$ cat config.mk
export PLATFORM = sky130hd
export DESIGN_NAME = dac_waveform_generator
export DESIGN_NICKNAME = d
export VERILOG_FILES = /design/src/dwg_pkg.sv /design/src/dwg_cfg_regs.sv /design/src/dwg_ctrl.sv /design/src/dwg_datapath.sv /design/src/dac_waveform_generator.sv
export VERILOG_INCLUDE_DIRS = /design/src /design/src/src
export SDC_FILE = /design/constraint.sdc
export NUM_CORES = 1
export LEC_CHECK = 0
export ABC_AREA = 0
export BUFFER_PORTS_ARGS = -buffer_cell sky130_fd_sc_hd__buf_2
export CORE_MARGIN = 1.5
export CORE_UTILIZATION = 40
export CTS_BUF_LIST = sky130_fd_sc_hd__clkbuf_16
export CTS_CLUSTER_SIZE = 40
export DETAILED_ROUTE_END_ITERATION = 6
export PLACE_DENSITY = 0.65
export SYNTH_ARGS = -nofsm -noshare
export SYNTH_HDL_FRONTEND = slang
export SYNTH_SLANG_ARGS = --single-unit
$ cat constraint.sdc
create_clock -name clk -period 7.7 [get_ports clk]
set_input_delay 0.77 -clock clk [delete_from_list [all_inputs] [get_ports clk]]
set_output_delay 0.77 -clock clk [all_outputs]
set_load 0.02 [all_outputs]
$ cat src/dac_waveform_generator_macros.svh
// Assertion macros used by the top level of the waveform generator.
`ifndef DAC_WAVEFORM_GENERATOR_MACROS_SVH
`define DAC_WAVEFORM_GENERATOR_MACROS_SVH

`ifndef SYNTHESIS
`define DWG_ASSERT_IMP(label, clk, rst_n, ante, cons) \
    label: assert property (@(posedge clk) disable iff (!rst_n) (ante) |-> (cons)) \
        else $error("dac waveform generator check failed");
`define DWG_ASSERT_NXT(label, clk, rst_n, ante, cons) \
    label: assert property (@(posedge clk) disable iff (!rst_n) (ante) |=> (cons)) \
        else $error("dac waveform generator check failed");
`else
`define DWG_ASSERT_IMP(label, clk, rst_n, ante, cons)
`define DWG_ASSERT_NXT(label, clk, rst_n, ante, cons)
`endif

`endif

$ cat src/dwg_pkg.sv
// Types, register codes and constant lookup tables of the waveform generator.
package dwg_pkg;

    localparam int CFG_DATA_W  = 15;
    localparam int CFG_INDEX_W = 3;

    localparam logic [CFG_INDEX_W-1:0] REG_WAVE_SHAPE = 3'd0;
    localparam logic [CFG_INDEX_W-1:0] REG_AMPLITUDE  = 3'd1;
    localparam logic [CFG_INDEX_W-1:0] REG_DUTY       = 3'd2;
    localparam logic [CFG_INDEX_W-1:0] REG_FREQUENCY  = 3'd3;
    localparam logic [CFG_INDEX_W-1:0] REG_RUN_ENABLE = 3'd4;

    localparam logic [1:0] SHAPE_SINE     = 2'd0;
    localparam logic [1:0] SHAPE_SQUARE   = 2'd1;
    localparam logic [1:0] SHAPE_TRIANGLE = 2'd2;
    localparam logic [1:0] SHAPE_SAWTOOTH = 2'd3;

    localparam logic [5:0]  AMP_MAX      = 6'd33;
    localparam logic [6:0]  DUTY_MAX     = 7'd100;
    localparam logic [6:0]  DUTY_RESET   = 7'd50;
    localparam logic [14:0] FREQ_MAX     = 15'd20000;
    localparam logic [11:0] MID_CODE     = 12'd2048;
    localparam logic [10:0] WAVE_FULL    = 11'd2000;
    localparam logic [6:0]  LAST_SAMPLE  = 7'd127;

    // Division by 2000 is a shift by four and a reciprocal multiply for 125.
    localparam int          RECIP_SHIFT  = 26;
    localparam logic [19:0] RECIP_125    = 20'(((1 << RECIP_SHIFT) + 124) / 125);

    typedef struct packed {
        logic [1:0]  wave_shape;
        logic [5:0]  amplitude_tenths_volt;
        logic [6:0]  duty_pct;
        logic [14:0] frequency_tenths_hz;
        logic        run_enable;
    } cfg_t;

    typedef struct packed {
        logic capture;
        logic mul;
        logic scale;
        logic load;
    } dp_cmd_t;

    typedef struct packed {
        logic out_busy;
    } dp_status_t;

    typedef logic [0:63][10:0]  sine_lut_t;
    typedef logic [127:0][10:0] wave_lut_t;
    typedef logic [127:0][7:0]  thr_lut_t;
    typedef logic [63:0][11:0]  code_lut_t;

    // Sine wave offset by +1000, one entry per pair of samples.
    localparam sine_lut_t SINE_OFFSET = '{
        11'd1000, 11'd1098, 11'd1195, 11'd1290, 11'd1383, 11'd1471, 11'd1556, 11'd1634,
        11'd1707, 11'd1773, 11'd1831, 11'd1882, 11'd1924, 11'd1957, 11'd1981, 11'd1995,
        11'd2000, 11'd1995, 11'd1981, 11'd1957, 11'd1924, 11'd1882, 11'd1831, 11'd1773,
        11'd1707, 11'd1634, 11'd1556, 11'd1471, 11'd1383, 11'd1290, 11'd1195, 11'd1098,
        11'd1000, 11'd902,  11'd805,  11'd710,  11'd617,  11'd529,  11'd444,  11'd366,
        11'd293,  11'd227,  11'd169,  11'd118,  11'd76,   11'd43,   11'd19,   11'd5,
        11'd0,    11'd5,    11'd19,   11'd43,   11'd76,   11'd118,  11'd169,  11'd227,
        11'd293,  11'd366,  11'd444,  11'd529,  11'd617,  11'd710,  11'd805,  11'd902
    };

    function automatic wave_lut_t build_triangle_lut();
        wave_lut_t t;
        for (int i = 0; i < 128; i++) begin
            if (i < 64) begin
                t[i] = 11'((i * 2000) / 63);
            end else begin
                t[i] = 11'(2000 - ((i - 64) * 2000) / 63);
            end
        end
        return t;
    endfunction

    function automatic wave_lut_t build_sawtooth_lut();
        wave_lut_t t;
        for (int i = 0; i < 128; i++) begin
            t[i] = 11'((i * 2000) / 127);
        end
        return t;
    endfunction

    function automatic thr_lut_t build_threshold_lut();
        thr_lut_t t;
        for (int i = 0; i < 128; i++) begin
            t[i] = 8'((i * 128 + 99) / 100);
        end
        return t;
    endfunction

    function automatic code_lut_t build_low_lut();
        code_lut_t t;
        int        a;
        int        vpp;
        for (int i = 0; i < 64; i++) begin
            a    = (i > 33) ? 33 : i;
            vpp  = (a * 4095) / 33;
            t[i] = 12'(2048 - vpp / 2);
        end
        return t;
    endfunction

    function automatic code_lut_t build_span_lut();
        code_lut_t t;
        int        a;
        int        vpp;
        int        lo;
        int        hi;
        for (int i = 0; i < 64; i++) begin
            a    = (i > 33) ? 33 : i;
            vpp  = (a * 4095) / 33;
            lo   = 2048 - vpp / 2;
            hi   = 2048 + (vpp + 1) / 2;
            hi   = (hi > 4095) ? 4095 : hi;
            t[i] = 12'(hi - lo);
        end
        return t;
    endfunction

    localparam wave_lut_t TRIANGLE_OFFSET = build_triangle_lut();
    localparam wave_lut_t SAWTOOTH_OFFSET = build_sawtooth_lut();
    localparam thr_lut_t  DUTY_THRESHOLD  = build_threshold_lut();
    localparam code_lut_t CODE_FLOOR      = build_low_lut();
    localparam code_lut_t CODE_SPAN       = build_span_lut();

endpackage

$ cat src/dwg_cfg_regs.sv
// Configuration register file with write saturation.
module dwg_cfg_regs (
    input  logic                            clk,
    input  logic                            rst_n,
    input  logic                            cfg_we,
    input  logic [dwg_pkg::CFG_INDEX_W-1:0] cfg_index,
    input  logic [dwg_pkg::CFG_DATA_W-1:0]  cfg_data,
    output dwg_pkg::cfg_t                   cfg
);
    import dwg_pkg::*;

    cfg_t cfg_reg;
    cfg_t cfg_next;

    always_comb
    begin
        cfg_next = cfg_reg;
        if (cfg_we)
        begin
            case (cfg_index)
                REG_WAVE_SHAPE: cfg_next.wave_shape = cfg_data[1:0];
                REG_AMPLITUDE:
                    cfg_next.amplitude_tenths_volt =
                        (cfg_data[5:0] > AMP_MAX) ? AMP_MAX : cfg_data[5:0];
                REG_DUTY:
                    cfg_next.duty_pct =
                        (cfg_data[6:0] > DUTY_MAX) ? DUTY_MAX : cfg_data[6:0];
                REG_FREQUENCY:
                    cfg_next.frequency_tenths_hz =
                        (cfg_data > FREQ_MAX) ? FREQ_MAX : cfg_data;
                REG_RUN_ENABLE: cfg_next.run_enable = cfg_data[0];
                default: cfg_next = cfg_reg;
            endcase
        end
    end

    always_ff @(posedge clk or negedge rst_n)
    begin
        if (!rst_n)
        begin
            cfg_reg.wave_shape            <= SHAPE_SINE;
            cfg_reg.amplitude_tenths_volt <= '0;
            cfg_reg.duty_pct              <= DUTY_RESET;
            cfg_reg.frequency_tenths_hz   <= '0;
            cfg_reg.run_enable            <= 1'b0;
        end
        else
        begin
            cfg_reg <= cfg_next;
        end
    end

    assign cfg = cfg_reg;

endmodule

$ cat src/dwg_ctrl.sv
// Controller state machine sequencing one sample through the datapath.
module dwg_ctrl (
    input  logic                clk,
    input  logic                rst_n,
    input  logic                in_valid,
    output logic                in_ready,
    input  dwg_pkg::dp_status_t status,
    output dwg_pkg::dp_cmd_t    cmd
);
    import dwg_pkg::*;

    localparam logic [1:0] ST_IDLE  = 2'd0;
    localparam logic [1:0] ST_MUL   = 2'd1;
    localparam logic [1:0] ST_SCALE = 2'd2;
    localparam logic [1:0] ST_LOAD  = 2'd3;

    logic [1:0] state_reg;
    logic [1:0] state_next;

    always_comb
    begin
        state_next  = state_reg;
        cmd         = '0;
        in_ready    = 1'b0;
        case (state_reg)
            ST_IDLE:
            begin
                in_ready    = 1'b1;
                cmd.capture = in_valid;
                if (in_valid)
                begin
                    state_next = ST_MUL;
                end
            end
            ST_MUL:
            begin
                cmd.mul    = 1'b1;
                state_next = ST_SCALE;
            end
            ST_SCALE:
            begin
                cmd.scale  = 1'b1;
                state_next = ST_LOAD;
            end
            ST_LOAD:
            begin
                if (!status.out_busy)
                begin
                    cmd.load   = 1'b1;
                    state_next = ST_IDLE;
                end
            end
            default: state_next = ST_IDLE;
        endcase
    end

    always_ff @(posedge clk or negedge rst_n)
    begin
        if (!rst_n)
        begin
            state_reg <= ST_IDLE;
        end
        else
        begin
            state_reg <= state_next;
        end
    end

endmodule

$ cat src/dwg_datapath.sv
// Sample datapath: wave lookup, scaling onto the code range and output register.
module dwg_datapath (
    input  logic                clk,
    input  logic                rst_n,
    input  dwg_pkg::cfg_t       cfg,
    input  dwg_pkg::dp_cmd_t    cmd,
    output dwg_pkg::dp_status_t status,
    input  logic                phase_restart,
    output logic                out_valid,
    input  logic                out_ready,
    output logic [11:0]         dac_code,
    output logic [6:0]          sample_position,
    output logic                period_end
);
    import dwg_pkg::*;

    logic [6:0]  phase_reg;
    logic [6:0]  phase_next;
    logic [6:0]  idx_reg;
    logic        hold_reg;
    logic [10:0] wave_reg;
    logic [11:0] low_reg;
    logic [11:0] span_reg;
    logic [22:0] prod_reg;
    logic [11:0] quot_reg;
    logic        out_valid_reg;
    logic [11:0] dac_code_reg;
    logic [6:0]  sample_position_reg;
    logic        period_end_reg;

    logic [6:0]  idx;
    logic [10:0] wave;
    logic [38:0] recip_prod;

    assign idx = phase_restart ? 7'd0 : phase_reg;

    always_comb
    begin
        case (cfg.wave_shape)
            SHAPE_SQUARE:
                wave = ({1'b0, idx} < DUTY_THRESHOLD[cfg.duty_pct]) ? WAVE_FULL : 11'd0;
            SHAPE_TRIANGLE: wave = TRIANGLE_OFFSET[idx];
            SHAPE_SAWTOOTH: wave = SAWTOOTH_OFFSET[idx];
            default:        wave = SINE_OFFSET[idx[6:1]];
        endcase
    end

    assign recip_prod = 39'(prod_reg[22:4]) * 39'(RECIP_125);

    always_ff @(posedge clk)
    begin
        if (cmd.capture)
        begin
            idx_reg  <= idx;
            hold_reg <= !cfg.run_enable || (cfg.frequency_tenths_hz == '0);
            wave_reg <= wave;
            low_reg  <= CODE_FLOOR[cfg.amplitude_tenths_volt];
            span_reg <= CODE_SPAN[cfg.amplitude_tenths_volt];
        end
        if (cmd.mul)
        begin
            prod_reg <= 23'(wave_reg) * 23'(span_reg);
        end
        if (cmd.scale)
        begin
            quot_reg <= recip_prod[RECIP_SHIFT+11:RECIP_SHIFT];
        end
        if (cmd.load)
        begin
            dac_code_reg        <= hold_reg ? MID_CODE : low_reg + quot_reg;
            sample_position_reg <= idx_reg;
            period_end_reg      <= !hold_reg && (idx_reg == LAST_SAMPLE);
        end
    end

    always_comb
    begin
        phase_next = phase_reg;
        if (cmd.load)
        begin
            phase_next = hold_reg ? idx_reg : idx_reg + 7'd1;
        end
    end

    always_ff @(posedge clk or negedge rst_n)
    begin
        if (!rst_n)
        begin
            phase_reg     <= '0;
            out_valid_reg <= 1'b0;
        end
        else
        begin
            phase_reg <= phase_next;
            if (cmd.load)
            begin
                out_valid_reg <= 1'b1;
            end
            else if (out_ready)
            begin
                out_valid_reg <= 1'b0;
            end
        end
    end

    assign status.out_busy = out_valid_reg && !out_ready;
    assign out_valid       = out_valid_reg;
    assign dac_code        = dac_code_reg;
    assign sample_position = sample_position_reg;
    assign period_end      = period_end_reg;

endmodule

$ cat src/dac_waveform_generator.sv
// Top level of the DAC waveform generator.
// Each request is one sample tick and yields one result: a 12-bit DAC code, the phase index
// it was taken at and a flag on the last sample of the 128-sample period. A sample passes
// four steps from acceptance to the output register: capture with table lookup,
// the wave-times-span multiply, the reciprocal multiply that divides by 2000, and the
// output load. The load waits while the previous result is still held unread, and a new
// sample is accepted only after the last one has been loaded. Configuration is written through
// the plain write port by the user only while the block is idle; the block does not enforce it.
`include "dac_waveform_generator_macros.svh"

module dac_waveform_generator (
    input  logic                            clk,
    input  logic                            rst_n,
    input  logic                            cfg_we,
    input  logic [dwg_pkg::CFG_INDEX_W-1:0] cfg_index,
    input  logic [dwg_pkg::CFG_DATA_W-1:0]  cfg_data,
    input  logic                            in_valid,
    output logic                            in_ready,
    input  logic                            phase_restart,
    output logic                            out_valid,
    input  logic                            out_ready,
    output logic [11:0]                     dac_code,
    output logic [6:0]                      sample_position,
    output logic                            period_end
);
    import dwg_pkg::*;

    cfg_t       cfg;
    dp_cmd_t    cmd;
    dp_status_t status;

    dwg_cfg_regs u_cfg_regs (
        .clk       (clk),
        .rst_n     (rst_n),
        .cfg_we    (cfg_we),
        .cfg_index (cfg_index),
        .cfg_data  (cfg_data),
        .cfg       (cfg)
    );

    dwg_ctrl u_ctrl (
        .clk      (clk),
        .rst_n    (rst_n),
        .in_valid (in_valid),
        .in_ready (in_ready),
        .status   (status),
        .cmd      (cmd)
    );

    dwg_datapath u_datapath (
        .clk             (clk),
        .rst_n           (rst_n),
        .cfg             (cfg),
        .cmd             (cmd),
        .status          (status),
        .phase_restart   (phase_restart),
        .out_valid       (out_valid),
        .out_ready       (out_ready),
        .dac_code        (dac_code),
        .sample_position (sample_position),
        .period_end      (period_end)
    );

    `DWG_ASSERT_NXT(a_one_request_in_flight, clk, rst_n, in_valid && in_ready, !in_ready)
    `DWG_ASSERT_NXT(a_load_shows_result, clk, rst_n, cmd.load, out_valid)
    `DWG_ASSERT_IMP(a_period_end_at_last, clk, rst_n, out_valid && period_end, &sample_position)

endmodule
==> reports/qor.csv <==
stage,metric,value,unit
run_status,outcome,completed,
sta,setup_violations,0,
layout,largest_register_ffs,31,
sta,slew_headroom,31.91,%
synthesis,syn_inst,1910,
detailed_routing,drt-vias-per-instance,5.264,
clocking,clkSinkCount,134,
floorplan,fp.dieH,212.0,um
synthesis,seq_area_frac_synth,21.88,%
global_route,grt_max_degree,43,
global_route,antenna_found_initial,0,
sta,fmax,169.1,MHz
clocking,cts_resized,0,
setup_path,worstSetupEndpointType,register,
layout,drive_gt1_share,5.087,%
layout,fillers,4201,
synthesis,syn-cell-area,17470,um^2
floorplan,ios,46,
clocking,path_clk_slew,60,ps
clocking,cts_tree,done,
setup_path,worstPathRequired,7870,ps
synthesis,ys_warn_count,0,
synthesis,synth_largest_area_cell,ha_1,
setup_path,start_kind,register,
place,io_buffers,45,
hold_path,hold_path_class,in2async,
clocking,h-tree-depth,4,
floorplan,start_util,40.56,%
floorplan,coreArea,43080,um^2
synthesis,synth_area_leaders,"ha_1 20%, fa_1 20%, edfxtp_1 16%, inv_1 7.0%, dfrtp_1 5.4%",
detailed_routing,via_count,13117,
floorplan,num_rows,76,
layout,fin_nets,2364,
sta,maxSlewViolCount,0,
setup_path,crit_arrival,6090,ps
floorplan,fp.dieArea,44950,um^2
sta,worst-slew-pin-transition,1020,ps
global_route,grt_pass1_vias,13247,
synthesis,ys_types,72,
sta,grt_setup_unrepaired,false,
synthesis,synth_flop_cell,edfxtp_1,
sta,fin_crit,5914,ps
sta,period_share,76.80,%
global_route,grt_pass1_wl,66630,um
sta,setup-tns-final,0,ps
detailed_routing,wl_per_cell,15.95,um
sta,hold_viol,0,
clocking,post_cts_buffers,0,
global_route,grt_overflow,0,
detailed_routing,route.detailed.drc,0,
synthesis,synth.avg_cell_area,9.148,um^2
clocking,cts_root_buffer,clkbuf_16,
detailed_routing,drt_wl_total,39750,um
clocking,clkLatencyLatePin,440,ps
setup_path,r2r_setup_slack,1790,ps
job,maxCapViolCount,0,
setup_path,worstSetupPathType,reg2reg,
detailed_routing,firstDrtPassIters,6,
detailed_routing,dr.first_iter.drc_count,819,
setup_path,crit_fanout,11,
global_route,grt_use_total,18.49,%
place,gp_routability_congestion,0.9625,
synthesis,synthArstFlopShare,30.60,%
layout,antenna_cells,0,
layout,layout_commonest_cell,inv_1,
clocking,numCtsBuffers,17,
clocking,max-clock-path-buffers,2,
synthesis,synth-edff-count,93,
synthesis,synth_top_area_share,19.62,%
synthesis,synth-seq-cells,134,
place,dp_hpwl,31640,um
layout,synthToLayoutAreaGrowth,6.989,%
clocking,ctsHoldBuffers,0,
synthesis,syn-num-nets,2379,
floorplan,die_x,212.0,um
layout,final_cell_mix,"324 x inv_1, 274 x ha_1, 185 x nand2_1",
sta,skew,20.11,ps
detailed_routing,antenna_left,0,
worst max-delay path, stage by stage, from the launching register on:
cell and delay [ps]:
edfxtp_1 610, and2_1 290, fa_1 410, inv_1 80, fa_1 410, fa_1 480
fa_1 540, inv_1 50, fa_1 470, ha_1 380, a21o_1 210, a21o_1 170
a21oi_1 280, nand4_1 220, a31oi_1 450, o31ai_1 160, a221oi_1 320, xnor2_1 110
kinds of logic after synthesis:
group	share of synthesized area [%]
multiplexers	1.418
AO/OA/AOI/OAI	12.75
adder cells (fa/ha/maj)	39.21
flip-flops	21.88
buffers and inverters	8.829
AND/OR/NAND/NOR	13.36
XOR/XNOR	2.556
cell type report:
cell class / count / area, um^2 / area share [%]
Clock buffer: 17 / 425.4 / 2.276
Clock inverter: 14 / 133.9 / 0.7161
Inverter: 326 / 1224 / 6.546
Multi-Input combinational cell: 1368 / 12110 / 64.77
Sequential cell: 134 / 3822 / 20.45
Tap cell: 585 / 732.0 / 3.915
Timing Repair Buffer: 48 / 247.7 / 1.325
synthesized netlist by cell type (5+ instances only):
| cell | n |
|---|---|
| a211oi_1 | 18 |
| a21boi_0 | 5 |
| a21o_1 | 15 |
| a21oi_1 | 101 |
| a221oi_1 | 5 |
| a22o_1 | 9 |
| a31oi_1 | 14 |
| and2_1 | 65 |
| buf_1 | 8 |
| clkbuf_1 | 70 |
| dfrtp_1 | 38 |
| edfxtp_1 | 93 |
| fa_1 | 171 |
| ha_1 | 274 |
| inv_1 | 324 |
| mux2i_1 | 18 |
| nand2_1 | 185 |
| nand2b_1 | 25 |
| nand3_1 | 19 |
| nand3b_1 | 5 |
| nand4_1 | 6 |
| nor2_1 | 105 |
| nor2b_1 | 23 |
| nor3_1 | 27 |
| nor4_1 | 8 |
| o211ai_1 | 13 |
| o21ai_0 | 107 |
| o22a_1 | 6 |
| o22ai_1 | 6 |
| o31ai_1 | 9 |
| or2_2 | 7 |
| xnor2_1 | 29 |
| xor2_1 | 22 |
stage by stage:
| step | worst slack, ps | hold WS (ps) | area (um^2) | cells | utilization (%) |
|---|---|---|---|---|---|
| finish | 1786 | 449.4 | 18690 | 2492 | 43.40 |
| global route | 1388 | 498.8 | 18690 | 2492 | 43.40 |
| CTS | 1791 | 471.6 | 18690 | 2492 | 43.40 |
| detailed placement | 1808 | 458.8 | 18130 | 2461 | 42.10 |
| global placement | 1871 | 456.6 | 18130 | 2461 | 42.10 |
| floorplan | 2308 | 439.7 | 17470 | 1910 | - |
final timing paths:
kind,from,endpoint,cells after the start
worst max register to register,u_datapath.low_reg[0]$_SDFFCE_PP1P_,u_datapath.prod_reg[22]$_DFFE_PN_,17
max in group asynchronous,rst_n,u_cfg_regs.cfg[0]$_DFFE_PN0P_,1
worst min register to register,u_cfg_regs.cfg[13]$_DFFE_PN0P_,u_cfg_regs.cfg[13]$_DFFE_PN0P_,2
min in group clk,u_cfg_regs.cfg[13]$_DFFE_PN0P_,u_cfg_regs.cfg[13]$_DFFE_PN0P_,2
worst max-delay path,u_datapath.low_reg[0]$_SDFFCE_PP1P_,u_datapath.prod_reg[22]$_DFFE_PN_,17
worst min-delay path,rst_n,u_datapath.phase_reg[6]$_DFFE_PN0P_,1
layer usage:
layer  up-vias  global-route usage (%)  share of wire [%]
met5         -                       0                  0
met3        59                   2.009                3.6
met1      6401                   24.90                 46
li1       6341                       -                  -
met2       316                   31.46                 48
met4         0                   5.172                1.9
Power is left out: the tool's default activity adds up to more than one toggle a clock period on the data nets, which glitch-free logic cannot reach.
